**config.mk**
```make
export PLATFORM = sky130hd
export DESIGN_NAME = qrs_div_cell
export DESIGN_NICKNAME = d
export VERILOG_FILES = /design/src/sv/qrs_pkg.sv /design/src/sv/qrs_div_cell.sv
export SDC_FILE = /design/constraint.sdc
export NUM_CORES = 1
export LEC_CHECK = 0
export BUFFER_PORTS_ARGS = -buffer_cell sky130_fd_sc_hd__buf_2
export CORE_MARGIN = 2
export CORE_UTILIZATION = 41
export DETAILED_ROUTE_END_ITERATION = 16
export PLACE_DENSITY = 0.76
export SLEW_MARGIN = 30
export SYNTH_ARGS = -nofsm -noshare
export SYNTH_HDL_FRONTEND = slang
export SYNTH_SLANG_ARGS = --single-unit
```
**constraint.sdc**
```tcl
create_clock -name i_clk -period 3.25 [get_ports i_clk]
set_input_delay 0.975 -clock i_clk [delete_from_list [all_inputs] [get_ports i_clk]]
set_output_delay 0.975 -clock i_clk [all_outputs]
set_load 0.03 [all_outputs]
```
**src/sv/qrs_pkg.sv**
```systemverilog
// qrs_pkg: widths, codes and sideband types shared by the quadratic root solver.
// No dependencies; imported by every module of the block.
`default_nettype none

package qrs_pkg;

    // coefficient width and fraction bits of the roots
    localparam int CW   = 16;
    localparam int F    = 16;
    // discriminant magnitude width (even), square root cells and widths
    localparam int DW   = 2 * CW + 2;
    localparam int SQN  = DW / 2 + F;
    localparam int RTW  = SQN;
    localparam int RMW  = RTW + 2;
    localparam int RADW = 2 * SQN;
    // signed dividend width, divisor width, root width
    localparam int NW   = ((RTW > CW + F + 1) ? RTW : CW + F + 1) + 3;
    localparam int MW   = CW + 1;
    localparam int RW   = CW + F + 2;

    // root count codes
    localparam logic [1:0] CNT_NONE = 2'd0;
    localparam logic [1:0] CNT_ONE  = 2'd1;
    localparam logic [1:0] CNT_TWO  = 2'd2;

    // discriminant class
    typedef enum logic [1:0] {
        DC_NEG,
        DC_ZERO,
        DC_POS
    } t_dcls;

    // sideband travelling along the square root chain
    typedef struct packed {
        logic                 lin;
        logic                 bnz;
        logic                 a_neg;
        logic                 b_neg;
        logic signed [CW-1:0] b;
        logic signed [CW-1:0] c;
        logic [MW-1:0]        ma;
        logic [MW-1:0]        mb;
        t_dcls                dcls;
    } t_sq_side;

    // sideband travelling along the divider chains
    typedef struct packed {
        logic [1:0] count;
        logic       neg1;
        logic       neg2;
    } t_dv_side;

endpackage

`default_nettype wire

```
**src/sv/qrs_div_cell.sv**
```systemverilog
// qrs_div_cell: one quotient bit of a restoring unsigned divider, registered.
// Depends on qrs_pkg for widths.
`default_nettype none

module qrs_div_cell
    import qrs_pkg::*;
(
    input  wire logic          i_clk,
    input  wire logic          i_en,
    input  wire logic [MW-1:0] i_m,
    input  wire logic [MW-1:0] i_rem,
    input  wire logic [NW-1:0] i_dvd,
    input  wire logic [NW-1:0] i_quo,
    output logic      [MW-1:0] o_m,
    output logic      [MW-1:0] o_rem,
    output logic      [NW-1:0] o_dvd,
    output logic      [NW-1:0] o_quo
);

    logic [MW:0] cur;
    logic [MW:0] diff;
    logic        take;

    // shift in the next dividend bit and try a subtract
    always_comb begin
        cur  = {i_rem, i_dvd[NW-1]};
        diff = cur - {1'b0, i_m};
        take = (cur >= {1'b0, i_m});
    end

    // advance one quotient bit
    always_ff @(posedge i_clk) begin
        if (i_en) begin
            o_m   <= i_m;
            o_rem <= take ? diff[MW-1:0] : cur[MW-1:0];
            o_dvd <= {i_dvd[NW-2:0], 1'b0};
            o_quo <= {i_quo[NW-2:0], take};
        end
    end

endmodule

`default_nettype wire

```
After elaboration in Yosys (flattened, before gate mapping)
Cells that the tools add are included.

storage, ports and cells
  register bits after elaboration = 105
  output and inout port bits = 106

cells by class
  add/sub/neg operators = 1
  magnitude comparators = 1
  multiplexer cells = 1

operators with widths
  cell                            number
  >= comparator 18 x 17 -> 1 bit  1
  two-way mux 17 bit              1
  subtractor 17 bit               1

Longest topological paths before layout
  word-level depth = 2
  gate-level depth with buffers = 12

Least setup slack after synthesis
Ideal clock, no wire load.

  kind = input -> register
  from = input port i_dvd[35]
  to = register o_rem[10] (data pin)
  library setup time = 0.260 ns
  arrival time = 2.815 ns
  path slack = 0.175 ns
  stages = 12
  buffers on the path = 1
  cell sequence = inv_1 ha_1 inv_1 fa_1 a21oi_1 or3_4 a21oi_4 o21bai_4 and2_4 buf_12 inv_12 mux2_4

on the way
  longest elaborated chain between the ends = 2
  elaborated cells between the ends (all ways) = 3

ends and longest elaborated chain
  item                            line                RTL
  from (decl)                     qrs_div_cell.sv:12  input wire logic [NW-1:0] i_dvd,
  >= comparator 18 x 17 -> 1 bit  qrs_div_cell.sv:28  take = (cur >= {1'b0, i_m});
  via take                        qrs_div_cell.sv:22  logic take;
  two-way mux 17 bit              qrs_div_cell.sv:35  o_rem <= take ? diff[MW-1:0] : cur[MW-1:0];
  to (signal assigned)            qrs_div_cell.sv:35
  to (decl)                       qrs_div_cell.sv:15  output logic [MW-1:0] o_rem,

The timed path passes the listed nets, and every way through them passes these cells.
A chain may end at the register's enable or synchronous reset.

Worst setup path after layout
  from = input port i_m[4]
  to = register o_rem[6] (data pin)

on the way
  longest elaborated chain between the ends = 2
  elaborated cells between the ends (all ways) = 3

ends and longest elaborated chain
  item                            line                RTL
  from (decl)                     qrs_div_cell.sv:10  input wire logic [MW-1:0] i_m,
  >= comparator 18 x 17 -> 1 bit  qrs_div_cell.sv:28
  via take                        qrs_div_cell.sv:22
  two-way mux 17 bit              qrs_div_cell.sv:35

The timed path passes the listed nets, and every way through them passes these cells.

==> results by group <==
Worst hold path
  – Tightest Hold Check Type: in -> reg

Clock network
  – CTS Root Cell: clkbuf_8
  – Hold Buf Count CTS: 0
  – Clk slew on worst S/H paths: 0.11 ns
  – CTS Buf Count: 9
  – CTS tree: built
  – Clock tree buffer depth: 2
  – Postcts setup bufs: 0
  – # resized after CTS: 0
  – Deepest level of the CTS H-tree: 3
  – Clock Sink Count: 105

Layout
  – ANT cells: 0
  – Most common cell after layout, fill and taps aside: buf_2
  – Fin cells: 630
  – Layout cell share with drive strength beyond 1: a little over half
  – Layout net count: 615
  – Leading cell types in the layout, fill and taps excluded: buf_2 (210), edfxtp_1 (105), inv_1 (22), ha_1 (17), a21oi_1 (13)
  – # fillers: approximately 850
  – Final core occ: around 57%
  – Area delta synth->final: 35.1%
  – Register area: around 3200 um^2
  – Multi-input logic area: 1070 um^2

Synth
  – Mean post-synth cell area: 16.8 um^2
  – Register area share after synthesis: 72.5%
  – Mapped Area: 4350 um^2
  – Synth Instances: ~260
  – Post-synth EDFFs: between 100 and 150
  – Synth cell types: 47
  – Async SR Flop Fraction: 0%
  – Synth Flop Type: edfxtp_1
  – Yosys warns: 0
  – FF+latch count, synth: 105
  – Synth Net Count: 385

STA
  – Worst-Margin Slew: 0.489 ns
  – Fin crit period: 2.82 ns
  – # setup viols final: 0
  – Fin. Hold Viols: 0
  – Slew HR: 67.1%
  – Fmax: 355 MHz
  – Fin crit share: 86.7%
  – RSZ-0062 raised after global routing: false
  – Max Slew Vio Count: 0
  – Setup TNS Final: 0 ns

Status
  – Status: finished clean

Die
  – Starting Density: roughly 42%
  – Die ar.: 11400 um^2
  – Num ports: 214
  – Chip Height: around 110 um
  – Die extent in x: 107 um
  – Core region area: approximately 10000 um^2
  – Rows: 37

Global route
  – First-pass GRT wire length: 15.8 mm
  – Vias in the first global route: 3020
  – GRT overflow: 0
  – Initial antenna violation count: 0
  – Total GRT Usage: a little under a fifth
  – Largest net degree at the start of global routing: ~50

Setup path
  – Arrival @ worst endpoint: 2.95 ns
  – Worst setup path class: in -> reg
  – CP Capture Type: flop
  – Critical Path Source Type: primary input
  – Critical Path RT: 3.38 ns
  – Worst-path fanout max: 10

Place
  – DP Cell Count: just over 600
  – DPL Wire Length: 8.52 mm
  – PortBufs: 211
  – Placer Congestion: around 0.89

Routing
  – DR vias: 3011
  – Residual DRC: 0
  – Drt via density: about 4.8
  – DR WL/cell: about 17 um
  – Routed WL: 10.8 mm
  – Final ANT Viol Nets: 0
  – Initial DRT Pass Iterations: 4
  – Iteration-0 DRC Markers: approximately 150

Power
  – Leak: ~2.6 nW
  – Worst vdd ir: 0.000242 V
  – PD cells: 566 nW/um^2

Flow run
  – Max Cap Violations: 0
==> flip-flops by register name, summed over array words and instances (netlist names) <==
name,count
o_quo,36
o_dvd,35
o_m,17
o_rem,17
==> cells by family (layout without fill, tap and decap cells) <==
logic type / count (synthesis) / in the layout / share of synthesized area, %
DFF: 105 / 105 / 72.5
AOI/OAI and AO/OA: 47 / 47 / 8.12
and+or+nand+nor: 41 / 41 / 5.10
buffers and inverters: 25 / 260 / 2.91
adders and majority gates: 18 / 18 / 5.35
xor gates and xnor gates: 11 / 11 / 2.22
muxes: 11 / 11 / 3.68
other: 1 / 1 / 0.0863
==> through the flow <==
step	hold slack, ns	area [um^2]	total power, W	setup slack, ns
floorplan	1.07	4350	0.00217	0.175
global placement	1.15	5640	0.00242	0.0750
detailed placement	1.15	5640	0.00243	0.0542
CTS	0.746	5870	0.00336	0.463
global route	0.748	5870	0.00345	0.347
finish	0.767	5870	0.00332	0.433
==> power breakdown <==
part           switching (W)  leakage (nW)  internal (W)  total [W]
combinational       0.000478          1.46      0.000258   0.000736
sequential         0.0000266          1.03       0.00163    0.00166
clock               0.000477         0.118      0.000450   0.000927
==> routing by layer <==
metal  GRT usage (%)  wire (um)  up-vias
li1                -          -     1438
met1            20.2       4000     1432
met2            33.6       5630      125
met3            5.23        903       16
met4            8.35        228        0
met5               0          0        -
==> synthesized netlist by cell type (all sizes together) (2+ instances only) <==
cell	n	area, um^2
xor2	3	26.3
nand3	8	45.0
nand2	9	33.8
inv	23	98.9
nor3	4	20.0
a21boi	3	22.5
xnor2	8	70.1
o21a	2	15.0
ha	17	213
and2	4	27.5
nor2	6	22.5
edfxtp	105	3150
o21bai	3	33.8
a21o	3	22.5
buf	2	27.5
o31ai	4	45.1
a21oi	15	90.1
mux2	10	150
o21ai	7	35.0
nand2b	3	18.8
o2bb2ai	2	17.5
==> final cells by class <==
type | count | area share [%]
well taps | 136 | 2.90
clock inverters | 7 | 1.94
multi-input cells | 129 | 18.2
flip-flops and latches | 105 | 53.7
clock buffers | 9 | 2.11
repair buffers | 221 | 19.5
inverters | 23 | 1.68
==> final timing paths <==
path	from	slack (ns)	to	depth (start not counted)
hold / removal	i_quo[10]	0.77	o_quo[11]	1
setup / recovery	i_m[4]	0.43	o_rem[6]	10
==> worst max-delay path: stages <==
cell	delay [ns]
buf_2	0.10
inv_1	0.04
ha_1	0.34
a21oi_1	0.36
o221a_2	0.31
a21oi_4	0.07
o21bai_4	0.13
and2_4	0.24
inv_12	0.07
mux2_4	0.29
Power figures use the tool's default switching activity.
