`config.mk`:
```
export PLATFORM = sky130hd
export DESIGN_NAME = qrs_sqrt_cell
export DESIGN_NICKNAME = d
export VERILOG_FILES = /design/src/sv/qrs_pkg.sv /design/src/sv/qrs_sqrt_cell.sv
export SDC_FILE = /design/constraint.sdc
export NUM_CORES = 1
export LEC_CHECK = 0
export BUFFER_PORTS_ARGS = -buffer_cell sky130_fd_sc_hd__buf_2
export CORE_MARGIN = 2
export CORE_UTILIZATION = 40
export CTS_CLUSTER_DIAMETER = 40
export DETAILED_ROUTE_END_ITERATION = 7
export HOLD_SLACK_MARGIN = 0.1
export PLACE_DENSITY = 0.68
export SYNTH_ARGS = -nofsm -noshare
export SYNTH_HDL_FRONTEND = slang
export SYNTH_SLANG_ARGS = --single-unit
```
`constraint.sdc`:
```
create_clock -name i_clk -period 3.34 [get_ports i_clk]
set_input_delay 0.334 -clock i_clk [delete_from_list [all_inputs] [get_ports i_clk]]
set_output_delay 0.334 -clock i_clk [all_outputs]
set_load 0.02 [all_outputs]
```
`src/sv/qrs_pkg.sv`:
```
// qrs_pkg: widths, codes and sideband types shared by the quadratic root solver.
// No dependencies; imported by every module of the block.
`default_nettype none

package qrs_pkg;

    // coefficient width and fraction bits of the roots
    localparam int CW   = 16;
    localparam int F    = 16;
    // discriminant magnitude width (even), square root cells and widths
    localparam int DW   = 2 * CW + 2;
    localparam int SQN  = DW / 2 + F;
    localparam int RTW  = SQN;
    localparam int RMW  = RTW + 2;
    localparam int RADW = 2 * SQN;
    // signed dividend width, divisor width, root width
    localparam int NW   = ((RTW > CW + F + 1) ? RTW : CW + F + 1) + 3;
    localparam int MW   = CW + 1;
    localparam int RW   = CW + F + 2;

    // root count codes
    localparam logic [1:0] CNT_NONE = 2'd0;
    localparam logic [1:0] CNT_ONE  = 2'd1;
    localparam logic [1:0] CNT_TWO  = 2'd2;

    // discriminant class
    typedef enum logic [1:0] {
        DC_NEG,
        DC_ZERO,
        DC_POS
    } t_dcls;

    // sideband travelling along the square root chain
    typedef struct packed {
        logic                 lin;
        logic                 bnz;
        logic                 a_neg;
        logic                 b_neg;
        logic signed [CW-1:0] b;
        logic signed [CW-1:0] c;
        logic [MW-1:0]        ma;
        logic [MW-1:0]        mb;
        t_dcls                dcls;
    } t_sq_side;

    // sideband travelling along the divider chains
    typedef struct packed {
        logic [1:0] count;
        logic       neg1;
        logic       neg2;
    } t_dv_side;

endpackage

`default_nettype wire

```
`src/sv/qrs_sqrt_cell.sv`:
```
// qrs_sqrt_cell: one digit of a restoring square root, registered.
// Depends on qrs_pkg for widths.
`default_nettype none

module qrs_sqrt_cell
    import qrs_pkg::*;
(
    input  wire logic            i_clk,
    input  wire logic            i_en,
    input  wire logic [RMW-1:0]  i_rem,
    input  wire logic [RTW-1:0]  i_root,
    input  wire logic [RADW-1:0] i_rad,
    output logic      [RMW-1:0]  o_rem,
    output logic      [RTW-1:0]  o_root,
    output logic      [RADW-1:0] o_rad
);

    logic [RMW-1:0] cur;
    logic [RMW-1:0] trial;
    logic           take;

    // bring down two radicand bits and try root*4+1
    always_comb begin
        cur   = {i_rem[RMW-3:0], i_rad[RADW-1:RADW-2]};
        trial = {i_root, 2'b01};
        take  = (cur >= trial);
    end

    // advance one digit
    always_ff @(posedge i_clk) begin
        if (i_en) begin
            o_rem  <= take ? (cur - trial) : cur;
            o_root <= {i_root[RTW-2:0], take};
            o_rad  <= {i_rad[RADW-3:0], 2'b00};
        end
    end

endmodule

`default_nettype wire

```
# After elaboration in Yosys (flattened, before gate mapping)
# Index checks and enable logic that the tools add are counted.
dict set report classes {
  add_sub_neg 1
  order_cmp 1
  mux 1
}
# operator n
set op_table {}
lappend op_table {{$ge 35x35->1} 1}
lappend op_table {{$mux 35} 1}
lappend op_table {{$sub 35x35->35} 1}
dict set report totals {
  reg_bits 132
  input_bits 136
  output_inout_bits 134
  wordCells 6
}

# Logic depth before layout (Yosys ltp)
dict set report depth {
  depth_word 2
  ltp_mapped 13
  depth_no_buf 11
}

# Worst setup path after synthesis
# No wires, ideal clock.
dict set report synth_timing {
  path_kind {input-to-reg}
  from {input port i_root[17]}
  to {register o_rem[34], data pin}
  setup_ns 0.258
  t_arrival_ns 2.328
  required_time_ns 3.082
  setup_slack_ns 0.754
  stages 11
  path_buffers 1
  cell_sequence {inv_1 > ha_1 > buf_2 > a21oi_1 > o21ai_1 > a2111oi_2 > nor3_1 > o31a_1 > a311o_1 > xnor2_1 > a21oi_1}
}
dict set report synth_via {
  elab_chain_len 2
  elab_cells_between_ends 3
  classes_between {1 x add/sub; 1 x order compare; 1 x mux}
}
# element line_no
set synth_rtl {}
lappend synth_rtl {{from (decl)} qrs_sqrt_cell.sv:11} ;# input wire logic [RTW-1:0] i_root,
lappend synth_rtl {{$sub 35x35->35 / $ge 35x35->1 (equally long branches)} {qrs_sqrt_cell.sv:32, qrs_sqrt_cell.sv:26}}
lappend synth_rtl {{$mux 35 *} qrs_sqrt_cell.sv:32} ;# o_rem <= take ? (cur - trial) : cur;
lappend synth_rtl {{to (signal assigned)} qrs_sqrt_cell.sv:32}
lappend synth_rtl {{to (decl)} qrs_sqrt_cell.sv:13} ;# output logic [RMW-1:0] o_rem,
# Mark *: on every way between the ends. The rest lies on a longest branch, timed or not.
# A chain may end at the register's enable or synchronous reset.

# Worst setup path in the final report
dict set report layout_timing {
  from {input port i_root[2]}
  to {register o_rem[25], data pin}
}
# Same word-level chain as after synthesis.

==> impl_metrics.env <==
export IMPL_outcome="finished clean"
export IMPL_hold_path_class="primary input to flip-flop"
export IMPL_dp_cells=1004
export IMPL_worst_setup_path_startpoint="i_root[2]"
export IMPL_dieHeight_um=131
export IMPL_area_delta_synth_final_pct=48.1
export IMPL_seqCellArea_um2=3960
export IMPL_grt_first_pass_wirelength_um=29300
export IMPL_max_cap_violations=0
export IMPL_synth_async_reset_ratio=0
export IMPL_worst_ir_drop_on_vdd_v=0.000305
export IMPL_cts_tree="done"
export IMPL_grt_start_max_net_pins=87
export IMPL_max_freq_mhz=321
export IMPL_cpMaxStageDelayCell="sky130_fd_sc_hd__or4b_1"
export IMPL_postSynthRegisterBits=132
export IMPL_start_util=0.408
export IMPL_post_route_period_util=0.933
export IMPL_routed_via_count=5572
export IMPL_synth_yosys_seq_area_share=0.611
export IMPL_commonest_register_cell_after_synthesis="sky130_fd_sc_hd__edfxtp_1"
export IMPL_power_density_nw_per_um2=529
export IMPL_setup_viol=0
export IMPL_crit_type="primary input to flip-flop"
export IMPL_die_area_um2=17200
export IMPL_multi_input_comb_area_um2=2260
export IMPL_synth_edf_count=132
export IMPL_synth_warnings=0
export IMPL_syn_area_per_cell_um2=12.3
export IMPL_grtUsageTotal=0.219
export IMPL_setup_tns_final_ns=0
export IMPL_min_path_cells=1
export IMPL_worst_slew_margin_rel=0.451
export IMPL_report_final_hold_viol_count=0
export IMPL_die_span_in_x_um=131
export IMPL_leakage_nw=4.25
export IMPL_placement_rows=46
export IMPL_worst_hold_startpoint="i_root[18]"
export IMPL_synthesis_instances=527
export IMPL_setup_repair_after_global_routing_missed_its_margin="no"
export IMPL_final_cell_mix="sky130_fd_sc_hd__buf_2 (264), sky130_fd_sc_hd__edfxtp_1 (132), sky130_fd_sc_hd__dlygate4sd3_1 (91)"
export IMPL_ant_nets=0
export IMPL_yosys_area_top_type="sky130_fd_sc_hd__edfxtp_1"
export IMPL_grt_antenna_before_repair=2
export IMPL_final_layout_size_suffix_gt1_frac=0.351
export IMPL_first_iter_violations=277
export IMPL_synth_top_cells_by_area="sky130_fd_sc_hd__edfxtp_1 (61%), sky130_fd_sc_hd__ha_1 (6.8%), sky130_fd_sc_hd__a21oi_1 (4.2%)"
export IMPL_layout_cells_most_common="sky130_fd_sc_hd__buf_2"
export IMPL_floorplan_core_area_um2=15900
export IMPL_kind_of_capture_point_of_the_worst_setup_path="flip-flop"
export IMPL_worst_pin_slew_ns=0.823
export IMPL_slowest_delay_ns=0.60
export IMPL_detailedPlacementHpwl_um=13300
export IMPL_netlist_cell_type_count=57
export IMPL_clockBufferDepth=2
export IMPL_buffer_ports_inserted=265
export IMPL_cts_root_buf="sky130_fd_sc_hd__clkbuf_16"
export IMPL_first_global_vias=5497
export IMPL_worstPathMaxFanout=5
export IMPL_cts_sink_count=132
export IMPL_crit_buf_inv=3
export IMPL_detail_route_wirelength_um=19000
export IMPL_routed_via_density=4.94
export IMPL_timing_critical_path_mode_cell="sky130_fd_sc_hd__a21oi_1"
export IMPL_timing_critical_path_arrival_ns=3.29
export IMPL_dr_pass1_iters=4
export IMPL_req_time_crit_path_ns=3.51
export IMPL_clk_pin_slew_ns=0.06
export IMPL_cp_cell_sequence="dlygate4sd3_1, buf_2, inv_1, ha_1, a21oi_1, o21ai_2, o2111ai_1, a21oi_1, or4b_1, a31oi_1, xor2_1, o21ai_0"
export IMPL_gpl_final_weighted_congestion=0.826
export IMPL_grt_overflow_total=0
export IMPL_cts_buffers=17
export IMPL_slew_violations=0
export IMPL_synth_cell_area_um2=6480
export IMPL_nets=1069
export IMPL_num_fill_cells=1319
export IMPL_drt_wirelength_per_cell_um=16.9
export IMPL_post_layout_instance_count_excluding_filler_cells=1128
export IMPL_holdPathEnd="o_root[19]$_DFFE_PP_"
export IMPL_timing_critical_path_max_delay_family="compound AO/OA/AOI/OAI gates"
export IMPL_synth_top_cell_area_share=0.611
export IMPL_cts_htree_levels=4
export IMPL_boundaryPins=270
export IMPL_final_period_minus_worst_setup_slack_ns=3.12
export IMPL_post_route_drc_count=0
export IMPL_startpoint_type="primary input"
## Yosys cell counts (6+ instances only)
| cell type | count |
|---|---|
| sky130_fd_sc_hd__edfxtp_1 | 132 |
| sky130_fd_sc_hd__a21oi_1 | 54 |
| sky130_fd_sc_hd__inv_1 | 44 |
| sky130_fd_sc_hd__nand2_1 | 36 |
| sky130_fd_sc_hd__ha_1 | 35 |
| sky130_fd_sc_hd__nor2_1 | 33 |
| sky130_fd_sc_hd__o21ai_0 | 23 |
| sky130_fd_sc_hd__xnor2_1 | 17 |
| sky130_fd_sc_hd__a21o_1 | 16 |
| sky130_fd_sc_hd__nand3_1 | 10 |
| sky130_fd_sc_hd__xor2_1 | 10 |
| sky130_fd_sc_hd__nand4_1 | 9 |
| sky130_fd_sc_hd__nor3_1 | 9 |
| sky130_fd_sc_hd__buf_2 | 7 |
| sky130_fd_sc_hd__o21a_1 | 7 |
| sky130_fd_sc_hd__o21bai_1 | 6 |
## timing repair
| action | in CTS | in global routing |
|---|---|---|
| setup endpoints to repair | 0 | 1 |
| buffers inserted | 0 | 0 |
| endpoints found under the hold margin | 91 | 0 |
| gates resized for setup | 0 | 1 |
| hold buffers | 91 | 0 |
## registers in the layout, summed over array words and instances, names as in the netlist
name    flops
o_rad      64
o_rem      35
o_root     33
## worst max path at each step
| stage | slack, ns | cells after the start | end |
|---|---|---|---|
| final | 0.22 | 12 | o_rem[25]$_DFFE_PP_ |
| after global routing | 0.005 | 14 | o_rem[34]$_DFFE_PP_ |
| after CTS | 0.22 | 12 | o_rem[28]$_DFFE_PP_ |
| after detailed placement | 0.35 | 12 | o_rem[32]$_DFFE_PP_ |
| after global placement | 0.37 | 10 | o_rem[25]$_DFFE_PP_ |
| after floorplan | 0.75 | 11 | o_rem[34]$_DFFE_PP_ |
## where the power goes
group / internal (W) / switching, W / leakage, nW
clock network: 0.00112 / 0.000787 / 0.283
logic: 0.000447 / 0.000660 / 2.68
registers: 0.00202 / 0.0000398 / 1.29
total: 0.00359 / 0.00149 / 4.25
## layout make-up
class	instances	area share
flip-flops and latches	132	0.413
repair buffers	367	0.244
multi-input cells	336	0.236
clock buffers	18	0.0447
well taps	216	0.0282
clock inverters	14	0.0173
inverters	44	0.0172
diodes	1	0.000261
## through the flow
step / hold slack (ns) / util / area, µm² / setup slack (ns) / total power (W)
3_3_place_gp: 0.510 / 0.509 / 8080 / 0.374 / 0.00309
3_5_place_dp: 0.513 / 0.509 / 8080 / 0.353 / 0.00310
2_1_floorplan: 0.433 / - / 6490 / 0.754 / 0.00272
5_1_grt: 0.105 / 0.604 / 9600 / 0.00547 / 0.00527
4_1_cts: 0.100 / 0.604 / 9590 / 0.223 / 0.00510
6_report: 0.117 / 0.604 / 9600 / 0.224 / 0.00507
## layer usage
metal  vias up  global-route usage  routed length, µm
li1       2715                   -                  -
met1      2628               0.247               7630
met2       204               0.389               9580
met3        23              0.0702               1400
met4         2              0.0779                401
met5         -                   0                 16
## cell families (layout without fill, tap and decap cells)
logic type | after synthesis | count (layout) | share of synthesized area
AOI/OAI and AO/OA | 146 | 146 | 0.146
xor gates and xnor gates | 27 | 27 | 0.0365
adders and majority gates | 35 | 35 | 0.0676
buffers and inverters | 60 | 443 | 0.0413
DFF | 132 | 132 | 0.611
muxes | 1 | 1 | 0.00174
other | 1 | 3 | 0.000578
and+or+nand+nor | 125 | 125 | 0.0950
Note: power is estimated with default switching activity, not from simulation.
